--- config.mk ---
export PLATFORM = sky130hd
export DESIGN_NAME = ready_task_run_queue
export DESIGN_NICKNAME = d
export VERILOG_FILES = /design/src/hw/rtl/rtrq_pkg.sv /design/src/hw/rtl/rtrq_ram.sv /design/src/hw/rtl/ready_task_run_queue.sv
export SDC_FILE = /design/constraint.sdc
export NUM_CORES = 1
export LEC_CHECK = 0
export BUFFER_PORTS_ARGS = -buffer_cell sky130_fd_sc_hd__buf_2
export CORE_ASPECT_RATIO = 0.75
export CORE_MARGIN = 3
export CORE_UTILIZATION = 62
export DETAILED_ROUTE_END_ITERATION = 10
export GPL_ROUTABILITY_DRIVEN = 0
export HOLD_SLACK_MARGIN = 0.02
export PLACE_DENSITY_LB_ADDON = 0.08
export SLEW_MARGIN = 20
export SYNTH_ARGS = -nofsm -noshare
export SYNTH_HDL_FRONTEND = slang
export SYNTH_HIERARCHICAL = 1
export SYNTH_SLANG_ARGS = --single-unit
--- constraint.sdc ---
create_clock -name i_clk -period 4.04 [get_ports i_clk]
set_input_delay 0.202 -clock i_clk [delete_from_list [all_inputs] [get_ports i_clk]]
set_output_delay 0.202 -clock i_clk [all_outputs]
set_load 0.02 [all_outputs]
--- src/hw/rtl/rtrq_pkg.sv ---
package rtrq_pkg;

    localparam int MAX_TASKS = 16;
    localparam int SLOT_W    = $clog2(MAX_TASKS);
    localparam int TASK_W    = 4;
    localparam int STATE_W   = 2;
    localparam int STATUS_W  = 2;
    localparam int IN_W      = 8;
    localparam int OUT_W     = 8;

    localparam logic [STATE_W-1:0] SLOT_RDY = 2'd0;

    typedef enum logic [1:0] {
        OP_PUSH = 2'd0,
        OP_POP  = 2'd1,
        OP_PICK = 2'd2,
        OP_SET  = 2'd3
    } t_op;

    typedef enum logic [STATUS_W-1:0] {
        STS_OK      = 2'd0,
        STS_NONE    = 2'd1,
        STS_REFUSED = 2'd2
    } t_status;

endpackage

--- src/hw/rtl/rtrq_ram.sv ---
module rtrq_ram #(
    parameter int WIDTH = 8,
    parameter int DEPTH = 16
) (
    input  logic                     i_clk,
    input  logic                     i_we,
    input  logic [$clog2(DEPTH)-1:0] i_waddr,
    input  logic [WIDTH-1:0]         i_wdata,
    input  logic [$clog2(DEPTH)-1:0] i_raddr,
    output logic [WIDTH-1:0]         o_rdata
);

    logic [WIDTH-1:0] r_mem [DEPTH];
    logic [WIDTH-1:0] r_rdata;

    always_ff @(posedge i_clk) begin
        if (i_we) begin
            r_mem[i_waddr] <= i_wdata;
        end
        r_rdata <= r_mem[i_raddr];
    end

    assign o_rdata = r_rdata;

endmodule

--- src/hw/rtl/ready_task_run_queue.sv ---
// channel   dir  tdata fields (lsb first)                              tlast/tuser
// s_axis    in   operation[1:0], task_id[5:2], new_state[7:6]           none
// m_axis    out  found[0], chosen_task[4:1], status[6:5], zero[7]       none
//
// one beat in, one beat out; the block takes a new beat only when idle
// push and set-state act in exec; pop reads the head link in exec and unlinks it in
// pop; pick walks slot by slot (up to MAX_TASKS) via the single link-ram read port
// a stalled result is held in the output register; the next item can be
// taken meanwhile but cannot finish until that beat has gone
// i_rst_n is synchronous, active low; it empties the queue and readies all slots
module ready_task_run_queue (
    input  logic                       i_clk,
    input  logic                       i_rst_n,
    input  logic                       s_axis_tvalid,
    output logic                       s_axis_tready,
    input  logic [rtrq_pkg::IN_W-1:0]  s_axis_tdata,   // operation, task_id, new_state
    output logic                       m_axis_tvalid,
    input  logic                       m_axis_tready,
    output logic [rtrq_pkg::OUT_W-1:0] m_axis_tdata    // found, chosen_task, status
);

    import rtrq_pkg::*;

    typedef enum logic [4:0] {
        S_IDLE = 5'b00001,
        S_EXEC = 5'b00010,
        S_POP  = 5'b00100,
        S_WALK = 5'b01000,
        S_DONE = 5'b10000
    } t_state;

    t_state              r_state, n_state;
    t_op                 r_op, n_op;
    logic [TASK_W-1:0]   r_id, n_id;
    logic [STATE_W-1:0]  r_ns, n_ns;
    logic [STATE_W-1:0]  r_task_state [MAX_TASKS];
    logic [STATE_W-1:0]  n_task_state [MAX_TASKS];
    logic [MAX_TASKS-1:0] r_in_queue, n_in_queue;
    logic [SLOT_W-1:0]   r_head, n_head;
    logic [SLOT_W-1:0]   r_tail, n_tail;
    logic                r_empty, n_empty;
    logic [SLOT_W-1:0]   r_cur, n_cur;
    logic [SLOT_W-1:0]   r_prev, n_prev;
    logic                r_have_prev, n_have_prev;
    logic                r_res_found, n_res_found;
    logic [TASK_W-1:0]   r_res_task, n_res_task;
    t_status             r_res_status, n_res_status;
    logic                r_out_valid, n_out_valid;
    logic [OUT_W-1:0]    r_out_data, n_out_data;

    logic                ram_we;
    logic [SLOT_W-1:0]   ram_waddr;
    logic [SLOT_W-1:0]   ram_wdata;
    logic [SLOT_W-1:0]   ram_raddr;
    logic [SLOT_W-1:0]   ram_rdata;

    logic                id_ok;
    logic [SLOT_W-1:0]   id_slot;

    rtrq_ram #(
        .WIDTH (SLOT_W),
        .DEPTH (MAX_TASKS)
    ) u_link_ram (
        .i_clk   (i_clk),
        .i_we    (ram_we),
        .i_waddr (ram_waddr),
        .i_wdata (ram_wdata),
        .i_raddr (ram_raddr),
        .o_rdata (ram_rdata)
    );

    assign id_slot = r_id[SLOT_W-1:0];
    assign id_ok   = ({1'b0, r_id} < (TASK_W+1)'(MAX_TASKS));

    always_comb begin
        n_state      = r_state;
        n_op         = r_op;
        n_id         = r_id;
        n_ns         = r_ns;
        n_task_state = r_task_state;
        n_in_queue   = r_in_queue;
        n_head       = r_head;
        n_tail       = r_tail;
        n_empty      = r_empty;
        n_cur        = r_cur;
        n_prev       = r_prev;
        n_have_prev  = r_have_prev;
        n_res_found  = r_res_found;
        n_res_task   = r_res_task;
        n_res_status = r_res_status;
        n_out_valid  = r_out_valid;
        n_out_data   = r_out_data;
        ram_we       = 1'b0;
        ram_waddr    = r_tail;
        ram_wdata    = id_slot;
        ram_raddr    = r_head;

        if (r_out_valid && m_axis_tready) begin
            n_out_valid = 1'b0;
        end

        unique case (r_state)
            S_IDLE: begin
                if (s_axis_tvalid) begin
                    n_op    = t_op'(s_axis_tdata[1:0]);
                    n_id    = s_axis_tdata[5:2];
                    n_ns    = s_axis_tdata[7:6];
                    n_state = S_EXEC;
                end
            end
            S_EXEC: begin
                n_res_found  = 1'b0;
                n_res_task   = '0;
                n_res_status = STS_OK;
                n_state      = S_DONE;
                case (r_op)
                    OP_PUSH: begin
                        if (!id_ok || r_in_queue[id_slot]) begin
                            n_res_status = STS_REFUSED;
                        end else begin
                            if (r_empty) begin
                                n_head  = id_slot;
                                n_empty = 1'b0;
                            end else begin
                                ram_we = 1'b1;
                            end
                            n_tail              = id_slot;
                            n_in_queue[id_slot] = 1'b1;
                        end
                    end
                    OP_POP: begin
                        if (r_empty) begin
                            n_res_status = STS_NONE;
                        end else begin
                            n_state = S_POP;
                        end
                    end
                    OP_PICK: begin
                        if (r_empty) begin
                            n_res_status = STS_NONE;
                        end else begin
                            n_cur       = r_head;
                            n_have_prev = 1'b0;
                            n_state     = S_WALK;
                        end
                    end
                    default: begin
                        if (id_ok) begin
                            n_task_state[id_slot] = r_ns;
                        end
                    end
                endcase
            end
            S_POP: begin
                // link of the head arrived from the ram read issued in exec
                if (r_head == r_tail) begin
                    n_empty = 1'b1;
                end else begin
                    n_head = ram_rdata;
                end
                n_in_queue[r_head] = 1'b0;
                n_res_found        = 1'b1;
                n_res_task         = TASK_W'(r_head);
                n_state            = S_DONE;
            end
            S_WALK: begin
                // ram_rdata holds the link of r_cur
                if (r_task_state[r_cur] == SLOT_RDY) begin
                    if (!r_have_prev) begin
                        if (r_cur == r_tail) begin
                            n_empty = 1'b1;
                        end else begin
                            n_head = ram_rdata;
                        end
                    end else begin
                        ram_we    = 1'b1;
                        ram_waddr = r_prev;
                        ram_wdata = ram_rdata;
                        if (r_cur == r_tail) begin
                            n_tail = r_prev;
                        end
                    end
                    n_in_queue[r_cur] = 1'b0;
                    n_res_found       = 1'b1;
                    n_res_task        = TASK_W'(r_cur);
                    n_state           = S_DONE;
                end else if (r_cur == r_tail) begin
                    n_res_status = STS_NONE;
                    n_state      = S_DONE;
                end else begin
                    ram_raddr   = ram_rdata;
                    n_prev      = r_cur;
                    n_have_prev = 1'b1;
                    n_cur       = ram_rdata;
                end
            end
            S_DONE: begin
                if (!r_out_valid || m_axis_tready) begin
                    n_out_valid = 1'b1;
                    n_out_data  = {1'b0, r_res_status, r_res_task, r_res_found};
                    n_state     = S_IDLE;
                end
            end
            default: begin
                n_state = S_IDLE;
            end
        endcase
    end

    always_ff @(posedge i_clk) begin
        if (!i_rst_n) begin
            r_state      <= S_IDLE;
            r_task_state <= '{default: SLOT_RDY};
            r_in_queue   <= '0;
            r_head       <= '0;
            r_tail       <= '0;
            r_empty      <= 1'b1;
            r_have_prev  <= 1'b0;
            r_out_valid  <= 1'b0;
        end else begin
            r_state      <= n_state;
            r_task_state <= n_task_state;
            r_in_queue   <= n_in_queue;
            r_head       <= n_head;
            r_tail       <= n_tail;
            r_empty      <= n_empty;
            r_have_prev  <= n_have_prev;
            r_out_valid  <= n_out_valid;
        end
    end

    always_ff @(posedge i_clk) begin
        r_op         <= n_op;
        r_id         <= n_id;
        r_ns         <= n_ns;
        r_cur        <= n_cur;
        r_prev       <= n_prev;
        r_res_found  <= n_res_found;
        r_res_task   <= n_res_task;
        r_res_status <= n_res_status;
        r_out_data   <= n_out_data;
    end

    assign s_axis_tready = (r_state == S_IDLE);
    assign m_axis_tvalid = r_out_valid;
    assign m_axis_tdata  = r_out_data;

endmodule

# After elaboration in Yosys (flattened, before gate mapping)
# Memory sizes are Yosys's and may differ from the RTL's. A register that Yosys moved wholly into a read port is not among the register bits.
# Cells that the tools add are included.
# W data, S select, Z words.
[word_totals] reg_bits=94 in_bits=12 wordCells=188 out_inout_bits=10 mem_count=1 mem_bits_rw=64
[op_classes] mux=86 eq_ne=25 magnitude_cmp=9 bitwise=10 reduce_logical=25
[mem_list] name="u_link_ram.r_mem" depth=16 width=4 rd=1 rd_ports_with_merged_regs=1 wr=1 line_no="rtrq_ram.sv:13" rtl="logic [WIDTH-1:0] r_mem [DEPTH];"
[ops] op="$mux W4" n=25
[ops] op="$mux W16" n=3
[ops] op="$pmux W16 S3" n=1
[ops] op="$and A16 B16 Y16" n=2
[ops] op="$bwmux W32" n=1
[ops] op="$not A16 Y16" n=2
[ops] op="$mux W5" n=6
[ops] op="$ne A2 B2 Y1 const B" n=15
[ops] op="$mux W1" n=26
[ops] op="$pmux W5 S5" n=1
[ops] op="$pmux W4 S3" n=2
[ops] op="$or A16 B16 Y16" n=1
[ops] op="$pmux W4 S2" n=2
[ops] op="$lt A4 B5 Y1 const B" n=3
[ops] op="$reduce_and A7 Y1" n=2
[ops] op="$demux W1 S4" n=3
[ops] op="$ge A4 B1 Y1 const B" n=3
[ops] op="$mux W2" n=6
[ops] op="$ge A5 B5 Y1 const B" n=2
[ops] op="$not A4 Y5" n=2
[ops] op="$pmux W5 S2" n=1
[ops] op="$reduce_and A3 Y1" n=3
[ops] op="$bmux W2 S4" n=1
[ops] op="$demux W2 S4" n=1
[ops] op="other kinds (27)" n=41

# Longest topological paths before layout
# Gate-level depths: netlist of run 1.
[logic_depth] ltp_word=9 ltp_mapped=12

# Modules after synthesis
# Netlist of run 1, hierarchy kept.
[modules_own_cells] module="ready_task_run_queue" area_per_inst_um2=5107.4 cells_per_inst=547 n_inst=1
[modules_own_cells] module="rtrq_ram" area_per_inst_um2=2666.3 cells_per_inst=130 n_inst=1

# Worst setup path before layout of run 1
# OpenSTA, ideal clock, no wires.
[synth_path] path_type="flip-flop to flip-flop" startpoint="reg r_cur[1]" endpoint="mem u_link_ram/r_mem[0][0] (netlist name), enable pin" required_time_ns=3.679 period_less_slack_ns=3.326 path_stages_with_launch=9 t_arrival_ns=2.965 path_slack_ns=0.714 path_cell_list="edfxtp_1 buf_2 nor4_1 nor4_1 mux4_2 nor3_4 mux2_4 or3b_2 nor3_1"
[synth_lines] item="from (decl)" line_no="ready_task_run_queue.sv:42" rtl="logic [SLOT_W-1:0] r_cur, n_cur;"
[synth_lines] item="from (signal assigned)" line_no="ready_task_run_queue.sv:236" rtl="r_cur <= n_cur;"
[synth_lines] item="$not A4 Y5 (not written as such)" line_no="ready_task_run_queue.sv:168" rtl="if (r_task_state[r_cur] == SLOT_RDY) begin"
[synth_lines] item="$bmux W2 S4" line_no="ready_task_run_queue.sv:168"
[synth_lines] item="$mux W2 (not written as such) (2 in series)" line_no="ready_task_run_queue.sv:168"
[synth_lines] item="$logic_not A2 Y1" line_no="ready_task_run_queue.sv:168"
[synth_lines] item="$mux W4" line_no="ready_task_run_queue.sv:168"
[synth_lines] item="$mux W4" line_no="ready_task_run_queue.sv:102" rtl="unique case (r_state)"
[synth_lines] item="net ram_waddr[2]" line_no="ready_task_run_queue.sv:52" rtl="logic [SLOT_W-1:0] ram_waddr;"
[synth_lines] item="to (decl)" line_no="rtrq_ram.sv:13"
# The timed path passes the listed nets, and every way through them passes these cells. The select of a mux whose other input is x is not followed.

# Final worst setup path of run 1
[layout_path] startpoint="reg r_cur[0]" endpoint="mem u_link_ram/r_mem[14][1] (netlist name), enable pin"
# Same word-level chain as after synthesis.

==> results.py, run 1 <==
metrics = {
    "yosys": {
        "synth_ff_type": "edfxtp_1",
        "synth_cell_types": 68,
        "syn_nets": 693,
        "synth_mux_area_frac": 0.0946,
        "synth_area_per_cell_um2": 11.5,
        "synth_xor_area_frac": 0.0101,
        "synth_warnings": 6,
        "synth_edf_count": 94,
        "synthTopCellsByArea": "edfxtp_1, dfxtp_1, mux4_1",
        "async_reset_ff_frac": 0,
        "synthSimpleGateAreaFrac": 0.180,
        "synth_fa_ha_area_frac": 0.00644,
        "synth_compound_area_frac": 0.131,
        "ys_ff_latch": 162,
        "yosys.area.top_type": "edfxtp_1",
        "postSynthCellCount": 677,
        "syn-cell-area_mm2": 0.00777,
        "synth_top_cell_area_share": 0.363,
        "synth_top_family_by_area": "simple AND/OR/NAND/NOR gates",
        "yosysSeqAreaShare": 0.538,
    },
    "die": {
        "rows": 34,
        "dieHeight_um": 103,
        "core-area_mm2": 0.0119,
        "io_pins": 22,
        "start_util": 0.653,
        "die_w_um": 135,
        "dieArea_mm2": 0.0139,
    },
    "timing": {
        "setup_viol": 0,
        "layout_setup_ws_ns": 0.258,
        "finalSetupTns_ns": 0,
        "hold_violations": 0,
        "worstMarginPinSlew_ns": 1.01,
        "maxSlewViolCount": 0,
        "final.period_utilization": 0.936,
        "rsz0062_at_grt": "no",
        "fmax_mhz": 264,
        "slew_headroom": 0.322,
        "skew_ns": 0.0154,
        "period_minus_slack_ns": 3.78,
    },
    "setup_path": {
        "cpMaxStageDelayCell": "edfxtp_1",
        "critical_path_class": "flop to flop",
        "cp.arrival_ns": 3.85,
        "end_kind": "flop",
        "reg2regPathDepth": 8,
        "crit_chain": "nor4bb_1 -> nor4_1 -> mux4_2 -> nor3_4 -> buf_4 -> mux2_4 -> nand2b_1 -> nor2_1",
        "crit_fanout": 23,
        "max_stage_delay_ns": 0.89,
        "required_ns": 4.11,
        "cp-start-kind": "flop",
    },
    "global_routing": {
        "antenna_found_initial": 0,
        "grt_pass1_wl_mm": 30.4,
        "track_usage": 0.291,
        "grt_max_degree": 42,
        "grt_pass1_vias": 5311,
        "overflow": 0,
    },
    "power": {
        "seq_power_share": 0.515,
        "p_leak_uw": 0.00298,
        "vdd_drop_max_mv": 0.326,
        "switching_power_uw": 841,
        "clkPwrFrac": 0.452,
        "cell_internal_pwr_uw": 2620,
        "comb_power_share": 0.034,
        "p_per_area_mw_per_mm2": 405,
        "swShare": 0.243,
    },
    "cells_and_area": {
        "drive_gt1_frac": 0.167,
        "antenna_cells": 0,
        "final_nets": 696,
        "fillCellCount": 825,
        "final_cell_mix": "edfxtp_1, nand2_1, dfxtp_1",
        "layout_commonest_cell": "edfxtp_1",
        "synthToLayoutAreaGrowth_pct": 9.95,
    },
    "route": {
        "via_per_inst": 6.76,
        "ant_nets": 0,
        "vias": 5778,
        "drt_pass1_iterations": 5,
        "drt_wl_total_mm": 19.6,
        "wl_per_cell_um": 22.9,
        "drt-initial-drc-count": 763,
        "route.detailed.drc": 0,
    },
    "cts": {
        "tritoncts": "done",
        "cts_buffers": 17,
        "cts_buffer_depth": 2,
        "cts.sinks": 162,
        "cts-root-buf": "clkbuf_16",
        "path_clk_slew_ns": 0.06,
        "clk_latency_ns": 0.43,
        "ctsHtreeMaxLevel": 4,
    },
    "placement": {
        "post-place-ws_ns": 0.272,
        "port_buffers": 20,
        "hpwlAfterDp_mm": 13.1,
    },
    "min_path": {
        "whs_path_depth": 3,
        "hp-class": "input pin to flop",
    },
    "job": {
        "cap_violations": 0,
    },
    "outcome": {
        "outcome": "completed",
    },
}
==> sequential cells by signal (all words and copies together), names as in the netlist, 2 cells and up <==
name	cells
r_head	4
r_res_status	2
r_state	5
m_axis_tdata	7
r_tail	4
r_cur	4
u_link_ram/r_mem	64
r_prev	4
id_slot	4
r_task_state	32
r_ns	2
r_op	2
r_in_queue	16
r_res_task	4
u_link_ram/o_rdata	4
==> path summary, 6_finish.rpt <==
path | startpoint | end | slack, ns
setup / recovery | r_cur[0] | u_link_ram/r_mem[14][1] | 0.26
hold / removal | m_axis_tready | m_axis_tvalid | 0.11
setup reg to reg | r_cur[0] | u_link_ram/r_mem[14][1] | 0.26
hold reg to reg | r_res_task[1] | m_axis_tdata[2] | 0.43
==> cells by family (layout without fill, tap and decap cells) <==
| family | count (synthesis) | after routing |
|---|---|---|
| AO/OA/AOI/OAI | 158 | 158 |
| XOR/XNOR | 9 | 9 |
| adder cells (fa/ha/maj) | 4 | 4 |
| buffers and inverters | 60 | 76 |
| flip-flops | 162 | 162 |
| multiplexers | 40 | 40 |
| other | 1 | 1 |
| AND/OR/NAND/NOR | 243 | 243 |
==> cell usage after synthesis, types with 8 or more instances <==
| library cell | count |
|---|---|
| edfxtp_1 | 94 |
| nand2_1 | 78 |
| dfxtp_1 | 68 |
| a21oi_1 | 42 |
| nor2_1 | 40 |
| o21ai_0 | 38 |
| clkbuf_1 | 33 |
| nor4_1 | 18 |
| a31oi_1 | 17 |
| nor3_1 | 15 |
| mux4_1 | 14 |
| nand3_1 | 13 |
| o21ai_1 | 12 |
| nor2b_1 | 11 |
| nand2b_1 | 10 |
| o211ai_2 | 10 |
| mux2i_1 | 9 |
| xor2_1 | 9 |
| buf_2 | 8 |
| mux2_4 | 8 |
| nor4b_2 | 8 |
==> repair_timing <==
action	4_1_cts	5_1_grt
endpoints found under the hold margin	9	0
buffers inserted	0	0
hold buffers	9	0
resized for setup	0	1
endpoints found under the setup margin	0	4
==> routing by layer <==
layer / GRT usage / vias up / part of all wire / routed length (um)
met3: 0.0800 / 28 / 0.12 / 2410
met1: 0.454 / 2844 / 0.45 / 8830
met4: 0.0868 / 0 / 0.014 / 267
met5: 0 / - / 0 / 0
met2: 0.396 / 338 / 0.41 / 8060
li1: - / 2568 / - / -
==> worst max-delay path, delay by kind of cell (launching register included) <==
family	cells	cell delay, ns
flip-flops	1	0.89
AND/OR/NAND/NOR	5	1.37
multiplexers	2	0.90
buffers and inverters	1	0.25
==> layout make-up <==
class / instances / area (um^2) / share of cell area
flip-flops and latches: 162 / 4180 / 0.490
multi-input cells: 455 / 3300 / 0.386
clock buffers: 17 / 425 / 0.0498
repair buffers: 37 / 250 / 0.0293
well taps: 162 / 203 / 0.0237
clock inverters: 15 / 159 / 0.0186
inverters: 7 / 26.3 / 0.00307
==> per-stage QoR <==
| step | power, uW | cells | hold WS [ns] | utilization | instance area (um^2) |
|---|---|---|---|---|---|
| after floorplan | 1880 | 677 | 0.301 | - | 7770 |
| after global placement | 1920 | 814 | 0.379 | 0.660 | 7860 |
| after detailed placement | 1920 | 814 | 0.380 | 0.660 | 7860 |
| after CTS | 3470 | 855 | 0.0897 | 0.717 | 8540 |
| after global routing | 3560 | 855 | 0.125 | 0.718 | 8550 |
| final | 3460 | 855 | 0.106 | 0.718 | 8550 |
==> power groups by stage <==
stage                     clock network [uW]  registers (uW)  logic [uW]
after floorplan                            0            1790        89.0
after global placement                     0            1820         103
after detailed placement                   0            1820         107
after CTS                               1580            1780         114
after global routing                    1660            1780         126
final                                   1560            1780         117
(Power assumes the default switching activity.)
==> inputs of run 2 (changes only) <==
- BUFFER_PORTS_ARGS: -buffer_cell sky130_fd_sc_hd__buf_2 -> unset
- CORE_UTILIZATION: 62 -> 64
- DONT_BUFFER_PORTS: unset -> 1
==> run 2 against run 1 <==
Critical path depth stayed put. Clock power is 12% higher. Final area hardly changed. Die area is 3.0% lower. Via count is 0.47% lower. Total power is 5.1% higher. Flip-flop and latch count stayed put. Utilization is 0.98 points higher. Hold slack worse by 0.051 ns. Count of clock-buffer cells in the layout stayed put. Register-to-register slack worse by 0.09 ns. Highest routed layer unchanged.
==> results.py, run 2 (same netlist as run 1, synthesis figures left out) <==
metrics = {
    "power": {
        "cell_internal_pwr_uw": 2850,
        "switching_power_uw": 790,
        "p_leak_uw": 0.00295,
        "swShare": 0.217,
        "comb_power_share": 0.032,
        "clkPwrFrac": 0.478,
        "seq_power_share": 0.490,
        "vdd_drop_max_mv": 0.332,
        "p_per_area_mw_per_mm2": 426,
    },
    "cts": {
        "tritoncts": "done",
        "cts.sinks": 162,
        "cts-root-buf": "clkbuf_16",
        "cts_buffer_depth": 2,
        "cts_buffers": 17,
        "clk_latency_ns": 0.42,
        "ctsHtreeMaxLevel": 4,
        "path_clk_slew_ns": 0.07,
    },
    "global_routing": {
        "antenna_found_initial": 0,
        "track_usage": 0.295,
        "grt_pass1_wl_mm": 30.0,
        "overflow": 0,
        "grt_max_degree": 49,
        "grt_pass1_vias": 5419,
    },
    "setup_path": {
        "required_ns": 4.09,
        "cp_top_family": "simple AND/OR/NAND/NOR gates",
        "crit_fanout": 13,
        "crit_chain": "buf_4 -> nor4_1 -> nor4_1 -> mux4_2 -> nor3_4 -> mux2_4 -> nand3b_1 -> nor3_1",
        "cp-start-kind": "flop",
        "worst-path-buf-inv": 1,
        "crit_path_frequent_cell": "nor4_1",
        "end_kind": "flop",
        "critical_path_class": "flop to flop",
        "cp.arrival_ns": 3.92,
        "max_stage_delay_ns": 0.71,
        "cpMaxStageDelayCell": "nor3_1",
    },
    "die": {
        "io_pins": 22,
        "dieArea_mm2": 0.0135,
        "core-area_mm2": 0.0117,
        "dieHeight_um": 101,
        "rows": 34,
        "start_util": 0.662,
        "die_w_um": 133,
    },
    "route": {
        "drt_wl_total_mm": 19.2,
        "drt-initial-drc-count": 730,
        "vias": 5751,
        "drt_pass1_iterations": 6,
        "wl_per_cell_um": 23.0,
        "via_per_inst": 6.87,
        "ant_nets": 0,
        "route.detailed.drc": 0,
    },
    "timing": {
        "setup_viol": 0,
        "maxSlewViolCount": 0,
        "final.period_utilization": 0.959,
        "worstMarginPinSlew_ns": 0.864,
        "slew_headroom": 0.420,
        "fmax_mhz": 258,
        "skew_ns": 0.00814,
        "hold_violations": 0,
        "rsz0062_at_grt": "no",
        "finalSetupTns_ns": 0,
        "period_minus_slack_ns": 3.87,
    },
    "cells_and_area": {
        "layout_commonest_cell": "edfxtp_1",
        "stdcell_count": 837,
        "fillCellCount": 808,
        "design_area_mm2": 0.00854,
        "largestRegisters": "u_link_ram/r_mem (64), r_task_state (32), r_in_queue (16)",
        "drive_gt1_frac": 0.144,
        "final_nets": 678,
        "final_util": 0.727,
        "final_cell_mix": "edfxtp_1, nand2_1, dfxtp_1",
        "antenna_cells": 0,
        "largest_register": "u_link_ram/r_mem",
        "synthToLayoutAreaGrowth_pct": 9.85,
        "largest_reg_flops": 64,
    },
    "placement": {
        "place_area_mm2": 0.00775,
        "port_buffers": 0,
        "placedCellCount": 793,
        "hpwlAfterDp_mm": 12.5,
    },
    "min_path": {
        "hp-class": "input pin to flop",
    },
    "job": {
        "cap_violations": 0,
    },
    "outcome": {
        "outcome": "completed",
    },
}
[run 2: cell types whose count changed in the layout (fill, tap and decap cells not counted), sizes merged]
cell	before	now
buf	28	9
bufinv	0	4
clkinv	6	3
clkinvlp	2	1
dlygate4sd3	9	10
[run 2: metal layers]
| metal | global-route usage | vias up | share of wire |
|---|---|---|---|
| met5 | 0 | - | 0 |
| met4 | 0.0767 | 0 | 0.018 |
| met3 | 0.109 | 43 | 0.11 |
| met2 | 0.427 | 357 | 0.43 |
| met1 | 0.426 | 2819 | 0.45 |
| li1 | - | 2532 | - |
[run 2: worst paths after layout]
path / from / slack (ns) / end / cells past startpoint
setup / recovery: r_cur[0] / 0.17 / u_link_ram/r_mem[4][0] / 8
hold / removal: i_rst_n / 0.05 / r_state[0] / 2
setup reg to reg: r_cur[0] / 0.17 / u_link_ram/r_mem[4][0] / 8
hold reg to reg: r_res_found / 0.43 / m_axis_tdata[0] / 0
[run 2: what timing repair did]
item	CTS	global route
hold buffers	11	0
endpoints found under the setup margin	0	9
buffers inserted	0	1
hold endpoints to repair	35	0
gates resized for setup	0	1
[run 2: per-stage QoR]
stage	setup slack, ns	power (uW)	hold slack (ns)
floorplan	0.714	1880	0.301
global placement	0.360	1910	0.277
detailed placement	0.167	1910	0.298
CTS	0.0841	3650	0.0370
global route	0.0795	3730	0.0575
finish	0.167	3630	0.0547
[run 2: layout make-up]
class                   count  area [um^2]  share of cell area
multi-input cells         455         3310               0.387
flip-flops and latches    162         4180               0.490
repair buffers             19          180              0.0211
clock buffers              17          425              0.0498
clock inverters            15          215              0.0252
well taps                 162          203              0.0237
inverters                   7         26.3             0.00308
[run 2: power by group through the flow]
stage          sequential (uW)  clock [uW]  combinational (uW)
3_3_place_gp              1820           0                92.5
3_5_place_dp              1820           0                96.0
5_1_grt                   1780        1830                 124
4_1_cts                   1780        1760                 112
6_report                  1780        1740                 115
2_1_floorplan             1790           0                89.0
==> inputs of run 3 (changes only) <==
- CORE_ASPECT_RATIO: 0.75 -> 1.1
==> run 3 against run 2 <==
Hold slack worse by 0.010 ns. Via count is 2.4% lower. Total power is 6.9% lower. Clock power is 14% lower. Maximum frequency is 2.5% higher. Critical path type unchanged. Critical endpoint is now u_link_ram/r_mem[0][3]. Largest cell class unchanged.
==> results.py, run 3 (same netlist as run 1, synthesis figures left out) <==
metrics = {
    "timing": {
        "slew_headroom": 0.322,
        "fmax_mhz": 265,
        "finalSetupTns_ns": 0,
        "final.period_utilization": 0.935,
        "layout_setup_ws_ns": 0.263,
        "skew_ns": 0.00852,
        "maxSlewViolCount": 0,
        "setup_viol": 0,
        "worstMarginPinSlew_ns": 1.01,
        "hold_violations": 0,
        "rsz0062_at_grt": "no",
        "period_minus_slack_ns": 3.78,
    },
    "setup_path": {
        "rr_endpoint": "u_link_ram/r_mem[0][3]",
        "cp_top_family": "simple AND/OR/NAND/NOR gates",
        "r2r_slack_ns": 0.26,
        "cp-start-kind": "flop",
        "cp.arrival_ns": 3.84,
        "critical_path_class": "flop to flop",
        "max_stage_delay_ns": 0.60,
        "rr_startpoint": "r_cur[0]",
        "cpMaxStageDelayCell": "edfxtp_1",
        "crit_chain": "buf_4 -> nor4_1 -> nor4_1 -> mux4_2 -> nor3_4 -> mux2_4 -> or3b_2 -> nor3_1",
        "worst-path-buf-inv": 1,
        "crit_fanout": 13,
        "end_kind": "flop",
        "reg2regPathDepth": 8,
        "crit_path_frequent_cell": "nor4_1",
        "required_ns": 4.10,
    },
    "power": {
        "p_leak_uw": 0.00294,
        "p_per_area_mw_per_mm2": 400,
        "vdd_drop_max_mv": 0.325,
    },
    "global_routing": {
        "grt_pass1_wl_mm": 29.2,
        "antenna_found_initial": 0,
        "track_usage": 0.280,
        "overflow": 0,
        "grt_max_degree": 44,
        "grt_pass1_vias": 5475,
    },
    "placement": {
        "hpwlAfterDp_mm": 12.2,
        "post-place-ws_ns": 0.244,
        "port_buffers": 0,
    },
    "cts": {
        "clk_latency_ns": 0.43,
        "cts_buffer_depth": 2,
        "tritoncts": "done",
        "ctsHtreeMaxLevel": 4,
        "post_cts_resize_count": 0,
        "cts-root-buf": "clkbuf_16",
        "path_clk_slew_ns": 0.07,
        "cts.sinks": 162,
        "cts_buffers": 17,
    },
    "outcome": {
        "outcome": "completed",
    },
    "job": {
        "cap_violations": 0,
    },
    "cells_and_area": {
        "fillCellCount": 799,
        "largestRegisters": "u_link_ram/r_mem (64), r_task_state (32), r_in_queue (16)",
        "antenna_cells": 0,
        "layout_commonest_cell": "edfxtp_1",
        "multi_input_area_mm2": 0.00329,
        "seq_area_mm2": 0.00418,
        "final_nets": 685,
        "largest_reg_flops": 64,
        "largest_register": "u_link_ram/r_mem",
        "drive_gt1_frac": 0.148,
        "synthToLayoutAreaGrowth_pct": 8.87,
        "final_util": 0.727,
        "final_cell_mix": "edfxtp_1, nand2_1, dfxtp_1",
    },
    "route": {
        "drt_wl_total_mm": 18.2,
        "via_per_inst": 6.74,
        "route.detailed.drc": 0,
        "drt-initial-drc-count": 490,
        "drt_pass1_iterations": 4,
        "wl_per_cell_um": 21.9,
        "ant_nets": 0,
        "vias": 5611,
    },
    "min_path": {
        "hold_start": "i_rst_n",
        "hp-class": "input pin to flop",
        "whs_path_depth": 2,
        "holdPathEnd": "r_state[0]",
    },
    "die": {
        "io_pins": 22,
        "dieHeight_um": 122,
        "start_util": 0.668,
        "rows": 41,
        "dieArea_mm2": 0.0135,
        "core-area_mm2": 0.0116,
        "die_w_um": 111,
    },
}
==> run 3: cell types whose count changed in the layout (fill, tap and decap cells not counted), sizes merged <==
cell | previous run | this run
buf | 9 | 17
dlygate4sd3 | 10 | 9
clkinv | 3 | 6
bufinv | 4 | 0
inv | 14 | 15
==> run 3: per-layer routing <==
layer / track usage / part of all wire / vias up
met3: 0.0502 / 0.071 / 52
met4: 0.147 / 0.039 / 0
met5: 0 / 0 / -
li1: - / - / 2551
met2: 0.447 / 0.48 / 261
met1: 0.371 / 0.42 / 2747
==> run 3: how the worst max path moves through the flow <==
stage | startpoint | to | slack (ns) | cells after the start
3_3_place_gp | r_cur[1] | u_link_ram/r_mem[0][1] | 0.41 | 8
2_1_floorplan | r_cur[1] | u_link_ram/r_mem[0][0] | 0.71 | 8
3_5_place_dp | r_cur[0] | u_link_ram/r_mem[0][2] | 0.24 | 7
5_1_grt | r_cur[0] | u_link_ram/r_mem[0][0] | 0.15 | 8
4_1_cts | r_cur[0] | u_link_ram/r_mem[0][3] | 0.23 | 7
6_report | r_cur[0] | u_link_ram/r_mem[0][3] | 0.26 | 8
==> run 3: where the power goes <==
group / total (uW) / switching [uW] / internal, uW
clock network: 1490 / 688 / 803
registers: 1780 / 25.0 / 1750
logic: 117 / 77.0 / 39.6
total: 3390 / 790 / 2600
==> run 3: what timing repair did <==
item / CTS / global route
endpoints found under the setup margin: 0 / 4
endpoints found under the hold margin: 34 / 0
hold buffers: 10 / 0
buffers inserted: 0 / 6
==> run 3: metrics by stage <==
step                cell area, um^2  instances  total power (uW)  hold WS [ns]
detailed placement             7760        784              1910         0.283
finish                         8460        832              3390        0.0445
global route                   8460        832              3490        0.0336
CTS                            8420        826              3400        0.0248
floorplan                      7770        677              1880         0.301
global placement               7760        784              1910         0.280
==> run 3: layout make-up <==
type / instances / share of cell area
flip-flops and latches: 162 / 0.494
multi-input cells: 455 / 0.389
clock buffers: 17 / 0.0503
repair buffers: 26 / 0.0272
well taps: 150 / 0.0222
clock inverters: 15 / 0.0142
inverters: 7 / 0.00310
